`config.mk`:
```
export PLATFORM = sky130hd
export DESIGN_NAME = pit_div
export DESIGN_NICKNAME = d
export VERILOG_FILES = /design/src/hdl/pit_pkg.sv /design/src/hdl/pit_div.sv
export SDC_FILE = /design/constraint.sdc
export NUM_CORES = 2
export LEC_CHECK = 0
export BUFFER_PORTS_ARGS = -buffer_cell sky130_fd_sc_hd__buf_2
export CORE_ASPECT_RATIO = 0.75
export CORE_MARGIN = 4
export CORE_UTILIZATION = 50
export CTS_CLUSTER_SIZE = 25
export DETAILED_ROUTE_END_ITERATION = 16
export GPL_TIMING_DRIVEN = 1
export PLACE_DENSITY_LB_ADDON = 0.1
export SETUP_SLACK_MARGIN = 0.02
export SLEW_MARGIN = 25
export SYNTH_ARGS = -nofsm -noshare
export SYNTH_HDL_FRONTEND = slang
export SYNTH_SLANG_ARGS = --single-unit
```
`constraint.sdc`:
```
create_clock -name clk -period 6.5 [get_ports clk]
set_input_delay 0.65 -clock clk [delete_from_list [all_inputs] [get_ports clk]]
set_output_delay 0.65 -clock clk [all_outputs]
set_load 0.02 [all_outputs]
```
`src/hdl/pit_pkg.sv`:
```
`timescale 1ns / 1ps
`default_nettype none
// ----------------------------------------------------------------------------
// pit_pkg: shared constants for the barycentric point-in-triangle block
// Defaults, result width and divider depth used by the files of the block.
// ----------------------------------------------------------------------------
package pit_pkg;

	localparam int COORD_WIDTH_DEF = 16;
	localparam int FRAC_BITS_DEF   = 16;

	// Width of one result weight.
	localparam int OUT_W = 24;

	// Quotient bits kept by the divider: the doubled quotient used for
	// rounding reaches twice the output range before it saturates.
	localparam int QUO_W = OUT_W + 2;

	// Divider depth: operand stage, range check stage, one stage per
	// quotient bit and the rounding stage.
	localparam int DIV_LAT = QUO_W + 3;

	localparam logic signed [OUT_W-1:0] OUT_MAX = {1'b0, {(OUT_W-1){1'b1}}};
	localparam logic signed [OUT_W-1:0] OUT_MIN = {1'b1, {(OUT_W-1){1'b0}}};

endpackage

`default_nettype wire

```
`src/hdl/pit_div.sv`:
```
`timescale 1ns / 1ps
`default_nettype none
// ----------------------------------------------------------------------------
// pit_div: pipelined fixed-point divider
// Rounds num * 2^FRAC / den to nearest, ties away from zero, and saturates
// to the result width. One restoring step per stage.
// ----------------------------------------------------------------------------
module pit_div #(
	parameter int NW   = 37,
	parameter int FRAC = 16
) (
	input  wire                             clk,
	input  wire                             en,
	input  wire  signed [NW-1:0]            num,
	input  wire  signed [NW-1:0]            den,
	output logic signed [pit_pkg::OUT_W-1:0] res
);
	import pit_pkg::*;

	localparam int TW = NW + FRAC + 1;
	localparam int CW = TW + QUO_W;

	logic          neg_s1;
	logic [NW-1:0] n_s1;
	logic [NW-1:0] d_s1;

	logic [NW-1:0]    rem_s [QUO_W+1];
	logic [QUO_W-1:0] low_s [QUO_W+1];
	logic [QUO_W-1:0] quo_s [QUO_W+1];
	logic [NW-1:0]    d_s   [QUO_W+1];
	logic             neg_s [QUO_W+1];
	logic             ovf_s [QUO_W+1];

	logic [TW-1:0] ext;
	logic [TW-1:0] ext_hi;
	logic [QUO_W:0] q_inc;
	logic [QUO_W-1:0] q_rnd;

	// Magnitudes and result sign.
	always_ff @(posedge clk) begin
		if (en) begin
			neg_s1 <= num[NW-1] ^ den[NW-1];
			n_s1   <= num[NW-1] ? NW'(-num) : NW'(num);
			d_s1   <= den[NW-1] ? NW'(-den) : NW'(den);
		end
	end

	// The doubled quotient must fit in QUO_W bits, else the weight saturates.
	assign ext    = {n_s1, {(FRAC+1){1'b0}}};
	assign ext_hi = ext >> QUO_W;

	always_ff @(posedge clk) begin
		if (en) begin
			ovf_s[0] <= CW'(ext) >= (CW'(d_s1) << QUO_W);
			rem_s[0] <= ext_hi[NW-1:0];
			low_s[0] <= ext[QUO_W-1:0];
			quo_s[0] <= '0;
			d_s[0]   <= d_s1;
			neg_s[0] <= neg_s1;
		end
	end

	for (genvar k = 0; k < QUO_W; k++) begin : g_step
		logic [NW:0] trial;
		logic        take;
		logic [NW:0] diff;

		assign trial = {rem_s[k], low_s[k][QUO_W-1]};
		assign take  = trial >= {1'b0, d_s[k]};
		assign diff  = trial - {1'b0, d_s[k]};

		always_ff @(posedge clk) begin
			if (en) begin
				rem_s[k+1] <= take ? diff[NW-1:0] : trial[NW-1:0];
				low_s[k+1] <= low_s[k] << 1;
				quo_s[k+1] <= {quo_s[k][QUO_W-2:0], take};
				d_s[k+1]   <= d_s[k];
				neg_s[k+1] <= neg_s[k];
				ovf_s[k+1] <= ovf_s[k];
			end
		end
	end

	// The quotient carries one extra bit, so adding one and halving rounds.
	assign q_inc = {1'b0, quo_s[QUO_W]} + (QUO_W+1)'(1);
	assign q_rnd = q_inc[QUO_W:1];

	always_ff @(posedge clk) begin
		if (en) begin
			if (neg_s[QUO_W]) begin
				if (ovf_s[QUO_W] || q_rnd > QUO_W'(OUT_MAX) + QUO_W'(1)) begin
					res <= OUT_MIN;
				end else begin
					res <= OUT_W'(-q_rnd);
				end
			end else begin
				if (ovf_s[QUO_W] || q_rnd > QUO_W'(OUT_MAX)) begin
					res <= OUT_MAX;
				end else begin
					res <= OUT_W'(q_rnd);
				end
			end
		end
	end

endmodule

`default_nettype wire

```
Word level (Yosys, flattened, before mapping)
Memory sizes are Yosys's and may differ from the RTL's.
Index checks and enable logic that the tools add are counted.

storage, ports and cells
  register bits after elaboration = 99
  bits in latches = 0
  memory bits (writable) = 3429
  memory bits (read-only) = 0
  word-level logic and storage cells = 107
  memories = 6

operators by class
  add/subtract/negate cells = 30
  multipliers = 0
  div/mod/pow operators = 0
  order comparisons = 29
  eq/ne operators = 0
  shift operators = 0
  multiplexer cells = 33
  bitwise operators = 1
  reductions and logical operators = 2

memory list
  memory  depth  bits a word  rd ports  clocked after memory_dff  write ports  RTL line       text
  d_s     27     37           26        0                         27           pit_div.sv:30  logic [NW-1:0] d_s [QUO_W+1];
  rem_s   27     37           26        0                         27           pit_div.sv:27  logic [NW-1:0] rem_s [QUO_W+1];
  quo_s   27     26           27        0                         27           pit_div.sv:29  logic [QUO_W-1:0] quo_s [QUO_W+1];
  low_s   27     25           26        0                         27           pit_div.sv:28  logic [QUO_W-1:0] low_s [QUO_W+1];
  neg_s   27     1            27        0                         27           pit_div.sv:31  logic neg_s [QUO_W+1];
  ovf_s   27     1            27        0                         27           pit_div.sv:32  logic ovf_s [QUO_W+1];

operator list
  kind                     count
  $ge A38 B37 Y1           26
  $mux W37                 26
  $sub A37 B37 Y37         26
  $neg A37 Y37             2
  $mux W24                 3
  $mux W36                 2
  $ge A54 B63 Y1           1
  $add A26 B1 Y27 const B  1
  $gt A26 B23 Y1 const B   1
  $gt A26 B24 Y1 const B   1
  $neg A24 Y24             1
  $logic_or A1 B1 Y1       2
  $mux W1                  2
  $xor A1 B1 Y1            1

Logic depth before layout (Yosys ltp)
An unclocked memory read counts as a cell.

  word-level depth = 6
  mapped depth = 16

Worst setup path before layout
OpenSTA, ideal clock, no wires.

  kind = flip-flop to flip-flop
  start point = memory rem_s[20][1], in the netlist rem_s[5][1]
  end point = memory rem_s[21][9], in the netlist rem_s[5][46] (data pin)
  setup time = 260 ps
  data arrival time = 3603 ps
  required time = 6240 ps
  slack = 2637 ps
  stages on the path, launching flop included = 15
  path buffers = 2
  cell sequence = edfxtp_1 ha_1 nor2b_1 o31a_1 o31a_1 or2_1 a211oi_1 a21oi_1 a211o_1 a31o_2 a21o_1 a21oi_1 buf_2 buf_2 mux2_2

RTL lines
  what                RTL line
  start: declaration  pit_div.sv:27

==> impl_metrics.json <==
{
  "run_status": "complete, no violations",
  "worst_pin_slew_ns": 1.03,
  "cts.sinks": 2464,
  "maxSlewViolCount": 0,
  "synth_top_cell_by_area": "edfxtp_1",
  "finalHoldViolations": 0,
  "nNetsFinal": 13700,
  "avgSynthCellArea_um2": 11.1,
  "wl_met2_um": 146000,
  "cts.clk_slew.worst_paths_ns": 0.06,
  "coreArea_um2": 274000,
  "grt_usage_pct": 24.7,
  "grt_overflow": 0,
  "synth-edff-count": 2464,
  "synthTopCellsByCount": "edfxtp_1 (2464), inv_1 (1216), nand2_1 (1040), o21ai_0 (998), ha_1 (986)",
  "p_leak_nw": 61.6,
  "cpMaxStageDelayCell": "a21o_2",
  "wl_met3_um": 30300,
  "wl_per_cell_um": 22.3,
  "finalSetupTns_ns": 0,
  "fmax_mhz": 195,
  "die_h_um": 463,
  "final_area_um2": 152000,
  "vias": 95600,
  "antenna_found_initial": 23,
  "io_buffers": 99,
  "netlist_instances": 12500,
  "place_area_um2": 143000,
  "initial_core_util_pct": 50.4,
  "htree_levels": 5,
  "finalWorstSetupSlack_ns": 1.36,
  "ant_nets": 0,
  "critPathCaptureType": "register",
  "synth_most_common_cell": "edfxtp_1",
  "grt_pass1_vias": 89100,
  "area_delta_synth_final_pct": 9.79,
  "cpLargestDelayFamily": "compound AO/OA/AOI/OAI gates",
  "drt_first_pass_iters": 6,
  "vdd_drop_max_mv": 0.349,
  "cts.path.max_buffers": 4,
  "final_util_pct": 55.4,
  "grt_max_degree": 172,
  "slowest_delay_ns": 0.83,
  "path_max_fanout": 43,
  "grt_first_pass_wirelength_um": 550000,
  "layout-drive-gt1-share_pct": 7.24,
  "synth_cell_type_count": 87,
  "clock_latency_ns": 0.84,
  "p_total_mw": 75.1,
  "period_minus_slack_ns": 5.14,
  "dp_hpwl_um": 278000,
  "critPathKind": "register to register",
  "drc": 0,
  "async_flop_share_pct": 0,
  "fin_crit_sh_pct": 79.1,
  "drt_iter0_drc": 10100,
  "yosys_warnings": 0,
  "met1_length_um": 183000,
  "die_w_um": 615,
  "rsz0062_at_grt": "no",
  "synth_area_leaders": "edfxtp_1 (54%), ha_1 (8.9%), o21ai_0 (3.6%)",
  "cp_data_arrival_time_ns": 5.77,
  "synth_ff_type": "edfxtp_1",
  "synth_top_area_share_pct": 53.5,
  "rows": 166,
  "io_pins": 100,
  "cts_tree": "yes",
  "fin_worst_skew_ns": 0.0439,
  "cp.required_ns": 7.13,
  "via_per_inst": 5.84,
  "post-place-ws_ns": 1.54,
  "start_kind": "register",
  "holdCritPathClass": "input port to register",
  "path_cells": "fa_1, nor2b_1, o31a_1, nor3_1, o21ai_0, a21oi_1, o31ai_1, a41oi_1, o31ai_1, a21o_2, buf_4, nor2_1, a21oi_1",
  "dr.max_layer_used": "met5",
  "syn-num-nets": 13600,
  "die_area_um2": 285000,
  "timing.slew.headroom_pct": 31.1,
  "setup_viol": 0,
  "path_buf_inv": 1,
  "totalWireLength_um": 365000,
  "place.gp.congestion": 0.961,
  "netlist_area_um2": 138000,
  "power_density_nw_per_um2": 495,
  "cts_buffers": 269,
  "clock-root-buffer": "clkbuf_16",
  "yosys_register_bits": 2464,
  "synth-seq-area-share_pct": 53.5,
  "maxCapViolations": 0
}
final timing paths:
kind                    start  cells after the start  slack, ns      endpoint
setup reg to reg  d_s[1][296]                     13       1.36  rem_s[6][73]
hold reg to reg   quo_s[6][4]                      0       0.40  quo_s[6][31]
hold / removal        den[26]                      2       0.12      d_s1[26]
setup / recovery  d_s[1][296]                     13       1.36  rem_s[6][73]
sequential cells by signal (all words and copies together) (netlist names):
| register | flops |
|---|---|
| rem_s | 953 |
| d_s1 | 37 |
| low_s | 45 |
| res | 24 |
| neg_s1 | 1 |
| n_s1 | 37 |
| quo_s | 351 |
| ovf_s | 27 |
| neg_s | 27 |
| d_s | 962 |
cell type report:
class	count	area, um^2
Antenna cell	5	12.5
Clock buffer	321	7160
Clock inverter	150	1620
Fill cell	23400	122000
Inverter	1217	4570
Multi-Input combinational cell	8444	58500
Sequential cell	2464	74000
Tap cell	3612	4520
Timing Repair Buffer	170	1330
cell usage in the layout (no fill, tap or decap), types with 173 or more instances in the layout:
master,netlist,final
edfxtp_1,2464,2464
inv_1,1216,1216
nand2_1,1040,1040
o21ai_0,998,996
ha_1,986,986
a21oi_1,985,981
nor2_1,598,598
xnor2_1,507,507
a21o_1,504,503
xor2_1,386,386
clkbuf_16,0,280
mux2_2,268,268
nand3_1,235,235
nand4_1,173,173
stage by stage:
stage	hold WS, ns	cells
finish	0.120	16400
CTS	0.0445	16400
global placement	0.401	15900
detailed placement	0.405	15900
global route	0.0784	16400
floorplan	0.400	12500
per-layer routing:
metal / vias to the layer above / GRT usage, %
met5: - / 0
met4: 8 / 4.42
met3: 420 / 5.60
met2: 2992 / 34.0
met1: 46400 / 39.8
li1: 45800 / -
kinds of logic (layout without fill, tap and decap cells):
logic type      after synthesis  count (layout)  share of synthesized area (%)
flops                      2464            2464                           53.5
fa+ha+maj                  1011            1011                           9.29
mux                         287             287                           2.32
other cells                   0               5                              0
compound gates             3395            3395                           15.1
buf+inv                    1576            1858                           4.29
simple gates               2858            2858                           9.81
xor+xnor                    893             893                           5.66
where the power goes:
group          leakage, nW  internal, mW  switching (mW)
sequential            24.1          23.3            2.97
combinational         33.2          13.9            19.5
clock                 4.25          9.12            6.38
total                 61.6          46.2            28.8
what timing repair did:
action / in CTS / in global routing
hold buffers: 1 / 0
buffers inserted: 0 / 0
hold endpoints to repair: 1 / 0
endpoints found under the setup margin: 0 / 0
gates resized for setup: 0 / 0
(Power assumes the default switching activity.)
